## src/hw/rtl/dmsp_pkg.sv

```systemverilog
`default_nettype none
// ----------------------------------------------------------------------------
// dmsp_pkg: shared types and constants
// Widths, register map, reset values and the current classifier used by the
// dual motor speed controller.
// ----------------------------------------------------------------------------
package dmsp_pkg;

  localparam int SPEED_W    = 16;
  localparam int CURRENT_W  = 16;
  localparam int DRIVE_W    = 16;
  localparam int GAIN_W     = 20;
  localparam int LIMIT_W    = 15;
  localparam int STATUS_W   = 2;
  localparam int CNT_W      = 10;
  localparam int FRAC_W     = 16;

  localparam int CFG_IDX_W  = 3;
  localparam int CFG_DATA_W = 20;

  localparam int IN_DATA_W  = 64;
  localparam int OUT_DATA_W = 40;

  // Widths inside the PID datapath.
  localparam int ERR_W  = SPEED_W + 1;
  localparam int DERR_W = SPEED_W + 2;
  localparam int PROD_W = 38;
  localparam int ACC_W  = 32;
  localparam int PPD_W  = PROD_W + 1;
  localparam int SUM_W  = PROD_W + 2;

  localparam int DEF_STARTUP_TICKS = 50;

  // Register indexes.
  typedef enum logic [CFG_IDX_W-1:0] {
    REG_TARGET_SPEED_0 = 3'd0,
    REG_TARGET_SPEED_1 = 3'd1,
    REG_GAIN_P         = 3'd2,
    REG_GAIN_I         = 3'd3,
    REG_GAIN_D         = 3'd4,
    REG_INTEGRAL_LIMIT = 3'd5,
    REG_OUTPUT_LIMIT   = 3'd6
  } reg_idx_t;

  localparam logic [GAIN_W-1:0]  RST_GAIN_P         = 20'd131072;
  localparam logic [GAIN_W-1:0]  RST_GAIN_I         = 20'd6554;
  localparam logic [GAIN_W-1:0]  RST_GAIN_D         = 20'd13107;
  localparam logic [LIMIT_W-1:0] RST_INTEGRAL_LIMIT = 15'd3000;
  localparam logic [LIMIT_W-1:0] RST_OUTPUT_LIMIT   = 15'd10000;

  // Current class thresholds in milliamps.
  localparam logic [CURRENT_W-2:0] LIM_LOADED      = 15'd3000;
  localparam logic [CURRENT_W-2:0] LIM_OBSTACLE    = 15'd8000;
  localparam logic [CURRENT_W-2:0] LIM_OVERCURRENT = 15'd12000;

  typedef enum logic [STATUS_W-1:0] {
    ST_NORMAL      = 2'd0,
    ST_LOADED      = 2'd1,
    ST_OBSTACLE    = 2'd2,
    ST_OVERCURRENT = 2'd3
  } status_t;

  typedef struct packed {
    logic signed [SPEED_W-1:0] target_speed_0;
    logic signed [SPEED_W-1:0] target_speed_1;
    logic [GAIN_W-1:0]         gain_p;
    logic [GAIN_W-1:0]         gain_i;
    logic [GAIN_W-1:0]         gain_d;
    logic [LIMIT_W-1:0]        integral_limit;
    logic [LIMIT_W-1:0]        output_limit;
  } cfg_t;

  // Pipeline control handed to each PID lane.
  typedef struct packed {
    logic advance;  // whole pipeline moves at this edge
    logic s0_run;   // input stage holds a regulated (non startup) item
    logic s1_run;   // product stage holds a regulated item
  } pid_ctrl_t;

  // Sort the absolute current into a class; the magnitude of the most
  // negative code saturates to the largest positive one.
  function automatic status_t classify(input logic signed [CURRENT_W-1:0] cur);
    logic [CURRENT_W-1:0] neg;
    logic [CURRENT_W-2:0] mag;
    begin
      neg = CURRENT_W'(-cur);
      if (cur == {1'b1, {(CURRENT_W-1){1'b0}}}) begin
        mag = {(CURRENT_W-1){1'b1}};
      end else if (cur[CURRENT_W-1]) begin
        mag = neg[CURRENT_W-2:0];
      end else begin
        mag = cur[CURRENT_W-2:0];
      end
      if (mag > LIM_OVERCURRENT) begin
        classify = ST_OVERCURRENT;
      end else if (mag > LIM_OBSTACLE) begin
        classify = ST_OBSTACLE;
      end else if (mag > LIM_LOADED) begin
        classify = ST_LOADED;
      end else begin
        classify = ST_NORMAL;
      end
    end
  endfunction

endpackage
`default_nettype wire

```

## src/hw/rtl/dmsp_cfg_regs.sv

```systemverilog
`default_nettype none
// ----------------------------------------------------------------------------
// dmsp_cfg_regs: configuration register file
// Holds target speeds, PID gains and clamp limits; written by index.
// ----------------------------------------------------------------------------
module dmsp_cfg_regs (
  input  wire logic                               clk,
  input  wire logic                               rst_n,
  input  wire logic                               cfg_wr_en,
  input  wire logic [dmsp_pkg::CFG_IDX_W-1:0]     cfg_index,
  input  wire logic [dmsp_pkg::CFG_DATA_W-1:0]    cfg_wdata,
  output dmsp_pkg::cfg_t                          cfg
);
  import dmsp_pkg::*;

  cfg_t cfg_r;

  always_ff @(posedge clk) begin
    if (!rst_n) begin
      cfg_r.target_speed_0 <= '0;
      cfg_r.target_speed_1 <= '0;
      cfg_r.gain_p         <= RST_GAIN_P;
      cfg_r.gain_i         <= RST_GAIN_I;
      cfg_r.gain_d         <= RST_GAIN_D;
      cfg_r.integral_limit <= RST_INTEGRAL_LIMIT;
      cfg_r.output_limit   <= RST_OUTPUT_LIMIT;
    end else if (cfg_wr_en) begin
      unique case (cfg_index)
        REG_TARGET_SPEED_0: cfg_r.target_speed_0 <= cfg_wdata[SPEED_W-1:0];
        REG_TARGET_SPEED_1: cfg_r.target_speed_1 <= cfg_wdata[SPEED_W-1:0];
        REG_GAIN_P:         cfg_r.gain_p         <= cfg_wdata[GAIN_W-1:0];
        REG_GAIN_I:         cfg_r.gain_i         <= cfg_wdata[GAIN_W-1:0];
        REG_GAIN_D:         cfg_r.gain_d         <= cfg_wdata[GAIN_W-1:0];
        REG_INTEGRAL_LIMIT: cfg_r.integral_limit <= cfg_wdata[LIMIT_W-1:0];
        REG_OUTPUT_LIMIT:   cfg_r.output_limit   <= cfg_wdata[LIMIT_W-1:0];
        default: begin
        end
      endcase
    end
  end

  assign cfg = cfg_r;

endmodule
`default_nettype wire

```

## config.mk

```make
export PLATFORM = sky130hd
export DESIGN_NAME = dmsp_cfg_regs
export DESIGN_NICKNAME = d
export VERILOG_FILES = /design/src/hw/rtl/dmsp_pkg.sv /design/src/hw/rtl/dmsp_cfg_regs.sv
export SDC_FILE = /design/constraint.sdc
export NUM_CORES = 1
export LEC_CHECK = 0
export CAP_MARGIN = 20
export CORE_MARGIN = 5
export CORE_UTILIZATION = 55
export CTS_BUF_LIST = sky130_fd_sc_hd__clkbuf_16
export DETAILED_ROUTE_END_ITERATION = 8
export DONT_BUFFER_PORTS = 1
export GPL_ROUTABILITY_DRIVEN = 0
export PLACE_DENSITY = 0.77
export SLEW_MARGIN = 20
export SYNTH_ARGS = -nofsm -noshare
export SYNTH_HDL_FRONTEND = slang
export SYNTH_SLANG_ARGS = --single-unit
```

## constraint.sdc

```tcl
create_clock -name clk -period 1.95 [get_ports clk]
set_input_delay 0.39 -clock clk [delete_from_list [all_inputs] [get_ports clk]]
set_output_delay 0.39 -clock clk [all_outputs]
set_load 0.05 [all_outputs]
```

==> run metrics <==
drt drc=0; HPWL Detailed=roughly 7600 um; status=completed; Post-CTS Setup Repair Bufs=0; post-synthesis cell count=around 440; GRT Total Usage=21.2%; Die ar.=approximately 10000 um^2; FF-to-FF path depth=2; f_max=682 MHz; area share of the largest cell type after synthesis=between 50% and 60%; worst r2r src=cfg[28]; FP Rows=33; post-route ant nets=0; vias per std cell=5.41; P&R area growth vs syn=13.8%; Worst Setup SP=cfg[121]; post-synthesis simple-gate area fraction=16.9%; total clock sinks=about 120; Synth Area in Compound Gates=0%; Synth area leader=dfxtp_1; Max H-tree Level=4; pins over their slew limit=0; Core Area=around 8200 um^2; largest fanout on the critical path=2; combinational share of power=~3.0%; drt first pass iters=4; fin crit period=approximately 1.5 ns; max cap viols=0; kind of critical path=reg2out; sequential area share after synthesis=a little over half; max reg flops=around 120; # IOs=around 150; Nets=roughly 460; Hold Buf Count CTS=0; largest family of logic cells by synthesized area=multiplexers; CP Capture Point=cfg[121]; Rel. slew slack=approximately three fifths; pin count of the biggest net entering global routing=about 160; diode count=0; die height=102 um; Post-Syn Nets=470; post-synthesis adder-cell area fraction=0%; CTS tree=yes; global route overflow=0; internal reg-to-reg setup slack=around 0.94 ns; Switching Share=between 20% and 30%; Netlist Area Pre-Place=around 4600 um^2; worst hold path class=in2reg; Fillers=slightly below 700; Critical Path AT=~1.1 ns; Placed Cells=523; R2R Path End=cfg[28]; Die X=roughly 100 um; Worst-Margin Slew=~0.58 ns; Crit path required time=1.56 ns; first-pass GRT wire length=16600 um; VDD IR max=between 0.7 and 0.8 mV; Ys Warns=0; Finished Layout Cells=about 560; pwr/cell area=1170 nW/um^2; initial antenna violation count=0; XOR/XNOR Fraction of Synth Area=0%; 1st-iter DRT viols=120; clock latency on the worst-skew pair=around 0.4 ns; synth top area cells=dfxtp_1, mux2i_1, nand2_1; clock-pin slew on the worst setup and hold paths=0.05 ns; post-CTS sizing=0; RSZ-0062 raised after global routing=no; vias in the first global route=slightly above 3000; Mean Syn Cell Area=about 10 um^2; clock skew=0 ns; Clock Tree Root=clkbuf_16; port bufs=0; # setup viols final=0; Num CTS Buffers=17; crit start category=flop; Psw=approximately 0.0014 W; Hold Vio Cnt, Final=0; Flop pwr share=between 40 and 50%; hold path depth=2; Routed WL=10800 um; Initial Util=56.3%; number of distinct library cells after synthesis=15; clk buf depth=2; stages on the worst setup path=0; fraction of layout cells with a size suffix above 1=between 8 and 9%; internal power=0.00475 W; leakage=between 2 and 2.5 nW; CP endpoint kind=output pin; average wire per standard cell=approximately 20 um; Setup TNS=0 ns; vias=roughly 3000; FF+latch count, synth=around 120; post-synthesis mux area share=between 20% and 30%; Final Cycle Share=around three quarters; Clock power frac=about half
-- power by group through the flow --
stage / sequential, W / combinational (W) / clock [W]
floorplan: 0.00282 / 0.000195 / 0
global placement: 0.00284 / 0.000181 / 0
detailed placement: 0.00284 / 0.000188 / 0
CTS: 0.00279 / 0.000188 / 0.00323
global route: 0.00279 / 0.000203 / 0.00337
finish: 0.00278 / 0.000186 / 0.00319
-- synthesized netlist by cell type --
cell	n
nand2_1	114
buf_12	1
nand4b_1	3
buf_4	1
nor2b_1	41
or4b_1	1
mux2i_1	122
nand4bb_1	2
buf_6	2
buf_1	2
buf_2	12
clkbuf_1	17
and4b_1	1
dfxtp_1	122
nor4bb_1	3
-- layer usage --
metal / vias up / GRT usage, % / routed length, um
li1: 1449 / - / -
met1: 1433 / 25.5 / 4510
met2: 109 / 31.9 / 5010
met3: 14 / 11.4 / 1160
met4: 0 / 8.28 / 150
met5: - / 0 / 0
-- logic make-up after synthesis --
kind of cell	count (synthesis)
simple gates	165
buf+inv	35
flops	122
mux	122
-- worst min path at each step --
stage	from	end	slack, ns
after detailed placement	rst_n	cfg[36]	0.56
after CTS	rst_n	cfg[17]	0.14
after global routing	rst_n	cfg[2]	0.14
final	rst_n	cfg[36]	0.16
after global placement	cfg_wdata[10]	cfg[10]	0.56
after floorplan	cfg_wdata[10]	cfg[10]	0.55
-- stage by stage --
stage                     util [%]  setup WS [ns]  hold slack (ns)  instance area [um^2]  power (W)
after detailed placement      56.7          0.514            0.562                  4660    0.00303
after CTS                     64.1          0.467            0.138                  5270    0.00621
after floorplan                  -          0.385            0.550                  4630    0.00302
after global placement        56.7          0.526            0.556                  4660    0.00302
after global routing          64.1          0.454            0.136                  5270    0.00636
final                         64.1          0.483            0.158                  5270    0.00616
-- placed cells by master (no fill, tap or decap) --
cell        instances
clkinvlp_4          4
bufinv_16           4
nor2b_1            41
clkinv_2            1
nand2_1           114
clkbuf_16          17
clkinv_1            4
clkinv_4            1
inv_1               1
dfxtp_1           122
mux2i_1           122
buf_4               9
or4b_1              1
nor4bb_1            2
and4b_1             1
nor4bb_4            1
nand4b_1            3
nand4bb_1           2
-- area by class of cell --
| cell class | instances | area [um^2] | share of cell area (%) |
|---|---|---|---|
| clock buffer | 17 | 425 | 8.07 |
| clock inverter | 15 | 183 | 3.47 |
| sequential | 122 | 2440 | 46.4 |
| multi-input combinational | 287 | 2020 | 38.3 |
| tap | 105 | 131 | 2.49 |
| timing repair buffer | 9 | 67.6 | 1.28 |
(Power assumes the default switching activity.)
