### src/hw/rtl/dmsp_pkg.sv
`default_nettype none
// ----------------------------------------------------------------------------
// dmsp_pkg: shared types and constants
// Widths, register map, reset values and the current classifier used by the
// dual motor speed controller.
// ----------------------------------------------------------------------------
package dmsp_pkg;

  localparam int SPEED_W    = 16;
  localparam int CURRENT_W  = 16;
  localparam int DRIVE_W    = 16;
  localparam int GAIN_W     = 20;
  localparam int LIMIT_W    = 15;
  localparam int STATUS_W   = 2;
  localparam int CNT_W      = 10;
  localparam int FRAC_W     = 16;

  localparam int CFG_IDX_W  = 3;
  localparam int CFG_DATA_W = 20;

  localparam int IN_DATA_W  = 64;
  localparam int OUT_DATA_W = 40;

  // Widths inside the PID datapath.
  localparam int ERR_W  = SPEED_W + 1;
  localparam int DERR_W = SPEED_W + 2;
  localparam int PROD_W = 38;
  localparam int ACC_W  = 32;
  localparam int PPD_W  = PROD_W + 1;
  localparam int SUM_W  = PROD_W + 2;

  localparam int DEF_STARTUP_TICKS = 50;

  // Register indexes.
  typedef enum logic [CFG_IDX_W-1:0] {
    REG_TARGET_SPEED_0 = 3'd0,
    REG_TARGET_SPEED_1 = 3'd1,
    REG_GAIN_P         = 3'd2,
    REG_GAIN_I         = 3'd3,
    REG_GAIN_D         = 3'd4,
    REG_INTEGRAL_LIMIT = 3'd5,
    REG_OUTPUT_LIMIT   = 3'd6
  } reg_idx_t;

  localparam logic [GAIN_W-1:0]  RST_GAIN_P         = 20'd131072;
  localparam logic [GAIN_W-1:0]  RST_GAIN_I         = 20'd6554;
  localparam logic [GAIN_W-1:0]  RST_GAIN_D         = 20'd13107;
  localparam logic [LIMIT_W-1:0] RST_INTEGRAL_LIMIT = 15'd3000;
  localparam logic [LIMIT_W-1:0] RST_OUTPUT_LIMIT   = 15'd10000;

  // Current class thresholds in milliamps.
  localparam logic [CURRENT_W-2:0] LIM_LOADED      = 15'd3000;
  localparam logic [CURRENT_W-2:0] LIM_OBSTACLE    = 15'd8000;
  localparam logic [CURRENT_W-2:0] LIM_OVERCURRENT = 15'd12000;

  typedef enum logic [STATUS_W-1:0] {
    ST_NORMAL      = 2'd0,
    ST_LOADED      = 2'd1,
    ST_OBSTACLE    = 2'd2,
    ST_OVERCURRENT = 2'd3
  } status_t;

  typedef struct packed {
    logic signed [SPEED_W-1:0] target_speed_0;
    logic signed [SPEED_W-1:0] target_speed_1;
    logic [GAIN_W-1:0]         gain_p;
    logic [GAIN_W-1:0]         gain_i;
    logic [GAIN_W-1:0]         gain_d;
    logic [LIMIT_W-1:0]        integral_limit;
    logic [LIMIT_W-1:0]        output_limit;
  } cfg_t;

  // Pipeline control handed to each PID lane.
  typedef struct packed {
    logic advance;  // whole pipeline moves at this edge
    logic s0_run;   // input stage holds a regulated (non startup) item
    logic s1_run;   // product stage holds a regulated item
  } pid_ctrl_t;

  // Sort the absolute current into a class; the magnitude of the most
  // negative code saturates to the largest positive one.
  function automatic status_t classify(input logic signed [CURRENT_W-1:0] cur);
    logic [CURRENT_W-1:0] neg;
    logic [CURRENT_W-2:0] mag;
    begin
      neg = CURRENT_W'(-cur);
      if (cur == {1'b1, {(CURRENT_W-1){1'b0}}}) begin
        mag = {(CURRENT_W-1){1'b1}};
      end else if (cur[CURRENT_W-1]) begin
        mag = neg[CURRENT_W-2:0];
      end else begin
        mag = cur[CURRENT_W-2:0];
      end
      if (mag > LIM_OVERCURRENT) begin
        classify = ST_OVERCURRENT;
      end else if (mag > LIM_OBSTACLE) begin
        classify = ST_OBSTACLE;
      end else if (mag > LIM_LOADED) begin
        classify = ST_LOADED;
      end else begin
        classify = ST_NORMAL;
      end
    end
  endfunction

endpackage
`default_nettype wire

### src/hw/rtl/dmsp_pid.sv
`default_nettype none
// ----------------------------------------------------------------------------
// dmsp_pid: one PID lane
// Products in the first stage, integral update and P+D sum in the second,
// final add, output clamp and truncation toward zero after that.
// ----------------------------------------------------------------------------
module dmsp_pid (
  input  wire logic                                    clk,
  input  wire logic                                    rst_n,
  input  dmsp_pkg::pid_ctrl_t                          ctrl,
  input  wire logic signed [dmsp_pkg::SPEED_W-1:0]     target,
  input  wire logic signed [dmsp_pkg::SPEED_W-1:0]     speed_meas,
  input  wire logic [dmsp_pkg::GAIN_W-1:0]             gain_p,
  input  wire logic [dmsp_pkg::GAIN_W-1:0]             gain_i,
  input  wire logic [dmsp_pkg::GAIN_W-1:0]             gain_d,
  input  wire logic [dmsp_pkg::LIMIT_W-1:0]            integral_limit,
  input  wire logic [dmsp_pkg::LIMIT_W-1:0]            output_limit,
  output logic signed [dmsp_pkg::DRIVE_W-1:0]          drive
);
  import dmsp_pkg::*;

  // Error terms from the registered input.
  logic signed [ERR_W-1:0]  err;
  logic signed [DERR_W-1:0] derr;
  logic signed [ERR_W-1:0]  prev_err_r;

  // Product stage.
  logic signed [PROD_W-1:0] pp_nxt, pi_nxt, pd_nxt;
  logic signed [PROD_W-1:0] pp_r, pi_r, pd_r;

  // Integral stage.
  logic signed [ACC_W-1:0]  acc_r;
  logic signed [PPD_W-1:0]  acc_sum;
  logic signed [PPD_W-1:0]  ilim;
  logic signed [ACC_W-1:0]  acc_nxt;
  logic signed [PPD_W-1:0]  ppd_nxt;
  logic signed [PPD_W-1:0]  ppd_r;
  logic signed [ACC_W-1:0]  s2_acc_r;

  // Output stage.
  logic signed [SUM_W-1:0]  sum;
  logic signed [SUM_W-1:0]  olim;
  logic signed [SUM_W-1:0]  sum_cl;
  logic signed [SUM_W-1:0]  sum_adj;

  assign err  = $signed({target[SPEED_W-1], target})
              - $signed({speed_meas[SPEED_W-1], speed_meas});
  assign derr = $signed({err[ERR_W-1], err}) - $signed({prev_err_r[ERR_W-1], prev_err_r});

  assign pp_nxt = err  * $signed({1'b0, gain_p});
  assign pi_nxt = err  * $signed({1'b0, gain_i});
  assign pd_nxt = derr * $signed({1'b0, gain_d});

  always_ff @(posedge clk) begin
    if (!rst_n) begin
      prev_err_r <= '0;
    end else if (ctrl.advance && ctrl.s0_run) begin
      prev_err_r <= err;
    end
  end

  always_ff @(posedge clk) begin
    if (ctrl.advance) begin
      pp_r <= pp_nxt;
      pi_r <= pi_nxt;
      pd_r <= pd_nxt;
    end
  end

  // The integral limit is in milliamps; the accumulator keeps 16 fraction bits.
  assign ilim    = $signed({{(PPD_W-LIMIT_W-FRAC_W){1'b0}}, integral_limit, {FRAC_W{1'b0}}});
  assign acc_sum = $signed({{(PPD_W-ACC_W){acc_r[ACC_W-1]}}, acc_r})
                 + $signed({pi_r[PROD_W-1], pi_r});

  always_comb begin
    if (acc_sum > ilim) begin
      acc_nxt = ilim[ACC_W-1:0];
    end else if (acc_sum < -ilim) begin
      acc_nxt = ACC_W'(-ilim);
    end else begin
      acc_nxt = acc_sum[ACC_W-1:0];
    end
  end

  assign ppd_nxt = $signed({pp_r[PROD_W-1], pp_r}) + $signed({pd_r[PROD_W-1], pd_r});

  always_ff @(posedge clk) begin
    if (!rst_n) begin
      acc_r <= '0;
    end else if (ctrl.advance && ctrl.s1_run) begin
      acc_r <= acc_nxt;
    end
  end

  always_ff @(posedge clk) begin
    if (ctrl.advance) begin
      ppd_r    <= ppd_nxt;
      s2_acc_r <= acc_nxt;
    end
  end

  assign sum  = $signed({ppd_r[PPD_W-1], ppd_r})
              + $signed({{(SUM_W-ACC_W){s2_acc_r[ACC_W-1]}}, s2_acc_r});
  assign olim = $signed({{(SUM_W-LIMIT_W-FRAC_W){1'b0}}, output_limit, {FRAC_W{1'b0}}});

  always_comb begin
    if (sum > olim) begin
      sum_cl = olim;
    end else if (sum < -olim) begin
      sum_cl = -olim;
    end else begin
      sum_cl = sum;
    end
  end

  // Truncation toward zero: bias negative values before dropping the fraction.
  assign sum_adj = sum_cl[SUM_W-1]
                 ? sum_cl + $signed({{(SUM_W-FRAC_W){1'b0}}, {FRAC_W{1'b1}}})
                 : sum_cl;
  assign drive   = sum_adj[FRAC_W+DRIVE_W-1:FRAC_W];

endmodule
`default_nettype wire

### config.mk
export PLATFORM = sky130hd
export DESIGN_NAME = dmsp_pid
export DESIGN_NICKNAME = d
export VERILOG_FILES = /design/src/hw/rtl/dmsp_pkg.sv /design/src/hw/rtl/dmsp_pid.sv
export SDC_FILE = /design/constraint.sdc
export NUM_CORES = 2
export LEC_CHECK = 0
export BUFFER_PORTS_ARGS = -buffer_cell sky130_fd_sc_hd__buf_4
export CAP_MARGIN = 20
export CORE_MARGIN = 1
export CORE_UTILIZATION = 46
export DETAILED_ROUTE_END_ITERATION = 16
export PLACE_DENSITY = 0.62
export SLEW_MARGIN = 20
export SYNTH_ARGS = -nofsm -noshare
export SYNTH_HDL_FRONTEND = slang
export SYNTH_SLANG_ARGS = --single-unit
### constraint.sdc
create_clock -name clk -period 17.4 [get_ports clk]
set_input_delay 3.48 -clock clk [delete_from_list [all_inputs] [get_ports clk]]
set_output_delay 3.48 -clock clk [all_outputs]
set_load 0.1 [all_outputs]
==> summary by stage <==
Worst hold path
The number of instances on the worst hold path is 2. The class of the worst hold path is register to register. The hold path endpoint is prev_err_r[5]. The startpoint of the tightest hold check path is prev_err_r[5].

Final layout
After the flow finishes, the layout carries non-filler instances totaling 7618. The synthesis-to-layout area growth is 6.29%. Cells with a size suffix above 1 make up 5.21% of the layout. After filler insertion, the fill cell instance count of the layout stands at 10900. The number of inserted diodes is 0.

In the final design database the tool counted 7672 nets.

Clocking
In this run the number of H-tree levels came out at 1. TritonCTS created 26 clock buffers. The post-CTS clock slew at the launch and capture registers of the worst setup and hold paths is 0.07 ns. In this run the post-CTS setup repair buffer count came out at 0. TritonCTS built the clock tree. After clock tree synthesis, the repair step resized 0 gates. In this run the deepest clock path goes through 3 buffers.

The number of hold buffers added after CTS was 0. The clock tree root driver cell is clkbuf_16. The count of clock tree sinks is 234. The later pin in the worst-skew pair is clocked with a latency of 0.58 ns.

Timing
Setup repair after global routing left no endpoint under its margin. The final setup violation count is 0. The count of endpoints failing hold in the final timing report is 0.

At the pin with the least slew margin, the transition time is 1.10 ns. The time the worst path needs with I/O delays and setup is 14.72 ns. In the finished design, the share of the clock period the worst path needs comes to 84.6%. Headroom to the max-slew limit came out at 26.7%.

The worst hold slack is 0.457 ns. Summed over all failing endpoints, the final setup total negative slack is 0 ns. The fmax is 67.9 MHz. The count of pins over their slew limit is 0. In the post-route analysis, the smallest setup slack over all paths is 2.68 ns. The final worst clock skew is 0.0187 ns.

Run status
The flow ran to the end, and the final reports show no timing, DRC or antenna violations.

Floorplan
For this configuration, the core starts out at a cell density of 46.7%. The height of the die is 343 um. The number of core rows is 124.

The core footprint is 115000 um2. The top-level I/O count is 143. Measured along the x axis, the die boundary spans 343 um.

The overall die area is 118000 um2.

Global routing
The first-pass GRT wire length is 234000 um. The number of global-route vias before repair is 43200. The sum of overflow across all layers after global routing is 0. Global routing used 25.1% of the available tracks. The number of antenna violations at the first check in global routing is 1. Entering global routing, the biggest net connects 70 pins.

Critical path
The critical path's slowest cell is inv_1. In this run the worst path has a maximum fanout of 52. STA classifies the critical path startpoint as an input port.

Among the stages of the critical path, the cell type that occurs most often is fa_1. The critical path class is input port to register. The worst setup path is captured at a register. The setup check on the worst reg-to-reg path leaves a slack of 7.94 ns. The depth of the most critical reg-to-reg path is 38. The required time at the endpoint of the critical path is 17.73 ns.

The maximum single-stage delay on the critical path is 0.57 ns. The worst register-to-register path begins at prev_err_r[0]. The worst path arrival time is 15.05 ns. The worst register-to-register path ends at pd_r[36].

Place
The congestion estimate from routability-driven global placement came to 0.919. The count of buffers added on input and output ports is 142. Including well taps, the total number of placed cells is 7571. Once detailed placement completed, the half-perimeter wirelength came to 114000 um. The placement-stage worst setup slack is 2.18 ns.

Drt
Summing over every cut layer, the via total after detailed routing is 41600. Once detail routing completed, the nets flagged for antenna violations numbered 0. In the routed design, unresolved DRC markers number 0. Dividing the detail-routed wire length by the instance count gives 18.9 um.

The count of routing violations after the opening detailed-route iteration is 2501. The total iterations of the first detailed-routing run is 6. The final layout contains routed wiring with a total length of 144000 um.

The post-detailed-route via-to-cell ratio is 5.46.

Synth
The number of instances in the synthesized netlist is 6143. Among all flip-flop cells after synthesis, the most frequent one is edfxtp_1. The number of warnings issued by yosys is 0.

The number of unique standard cell types used by synthesis is 97. Sequential elements use 12.2% of the synthesized area. The flip-flop and latch count after synthesis is 234. The synthesized area is 53600 um2. The number of flops mapped to enable cells by yosys is 185. The synthesized area per cell is 8.73 um2. After synthesis, the share of flip-flops with an asynchronous set or reset is 0%. Synthesis produced a netlist with a net count of 7728.

Run
The tool flagged a number of max-cap violations equal to 0.
[critical path, delay by kind of cell]
family,cells,cell delay (ns)
AOI/OAI and AO/OA,21,5.26
xor gates and xnor gates,1,0.07
adders and majority gates,10,4.11
buffers and inverters,7,1.48
and+or+nand+nor,4,0.57
[layer usage]
metal | track usage, % | wire, um | part of all wire, %
met4 | 6.78 | 4210 | 2.9
met5 | 0 | 0 | 0
met1 | 34.1 | 64800 | 45
met3 | 2.21 | 6300 | 4.4
met2 | 42.7 | 68600 | 48
[cells in the final DEF (no fill, tap or decap), types with 21 or more instances in the layout]
| cell type | instances |
|---|---|
| a211oi_1 | 32 |
| o21bai_1 | 26 |
| fa_1 | 830 |
| o21ai_0 | 151 |
| o21ai_1 | 23 |
| and3_1 | 38 |
| and2_1 | 317 |
| xor2_1 | 57 |
| buf_4 | 187 |
| a21o_1 | 92 |
| xnor2_1 | 171 |
| a31oi_1 | 45 |
| clkbuf_16 | 26 |
| nor3_1 | 65 |
| o211ai_1 | 32 |
| ha_1 | 626 |
| nand2b_1 | 76 |
| nand2_1 | 795 |
| dfxtp_1 | 49 |
| nand4_1 | 50 |
| inv_1 | 1109 |
| nand3_1 | 125 |
| edfxtp_1 | 185 |
| o21a_1 | 49 |
| nor2b_1 | 146 |
| a21oi_1 | 245 |
| or2_2 | 21 |
| o31ai_1 | 27 |
| nor2_1 | 222 |
[cells in the mapped netlist, drive strengths merged (67+ instances only)]
library cell	n	area (um2)
nand2	795	2980
o21ai	176	896
edfxtp	185	5560
a21oi	250	1260
ha	627	7850
and2	317	1980
inv	1109	4160
nor3	67	345
nor2b	146	913
xnor2	176	1540
nor2	231	867
nand3	125	626
a21o	92	691
nand2b	76	475
fa	831	16600
clkbuf	250	938
[cell families after synthesis]
group                      synth area share, %
xor gates and xnor gates                  3.82
and+or+nand+nor                           17.5
adders and majority gates                 45.6
AOI/OAI and AO/OA                         11.0
muxes                                    0.210
DFF                                       12.2
buffers and inverters                     9.72
[area by class of cell]
class                           count  area (um2)  share of cell area [%]
Clock buffer                       31         669                    1.17
Sequential cell                   234        6540                    11.5
Clock inverter                     16         264                   0.463
Tap cell                         1512        1890                    3.32
Timing Repair Buffer              188        1420                    2.49
Inverter                         1111        4170                    7.31
Multi-Input combinational cell   4526       42100                    73.8
[worst max-delay path by stage]
stage,startpoint,endpoint,slack (ns),cells after the start
floorplan,target[0],pd_r[36],4.30,41
global placement,target[0],pd_r[36],2.37,43
detailed placement,target[0],pd_r[36],2.18,43
CTS,target[0],pd_r[36],2.76,43
global route,target[0],pd_r[36],1.92,43
finish,target[0],pd_r[36],2.68,43
[metrics by stage]
stage / util (%) / instance area [um2]
after floorplan: - / 53600
after global placement: 48.8 / 56100
after detailed placement: 48.8 / 56100
after CTS: 49.6 / 57000
after global routing: 49.6 / 57000
final: 49.6 / 57000
[sequential cells by signal, summed over array words and instances (netlist names)]
register    flops
s2_acc_r       32
prev_err_r     17
acc_r          32
pi_r           38
pp_r           38
ppd_r          39
pd_r           38
Power is not shown: default switching activity piles up to over one toggle a cycle in this logic, so the estimate is an artifact.
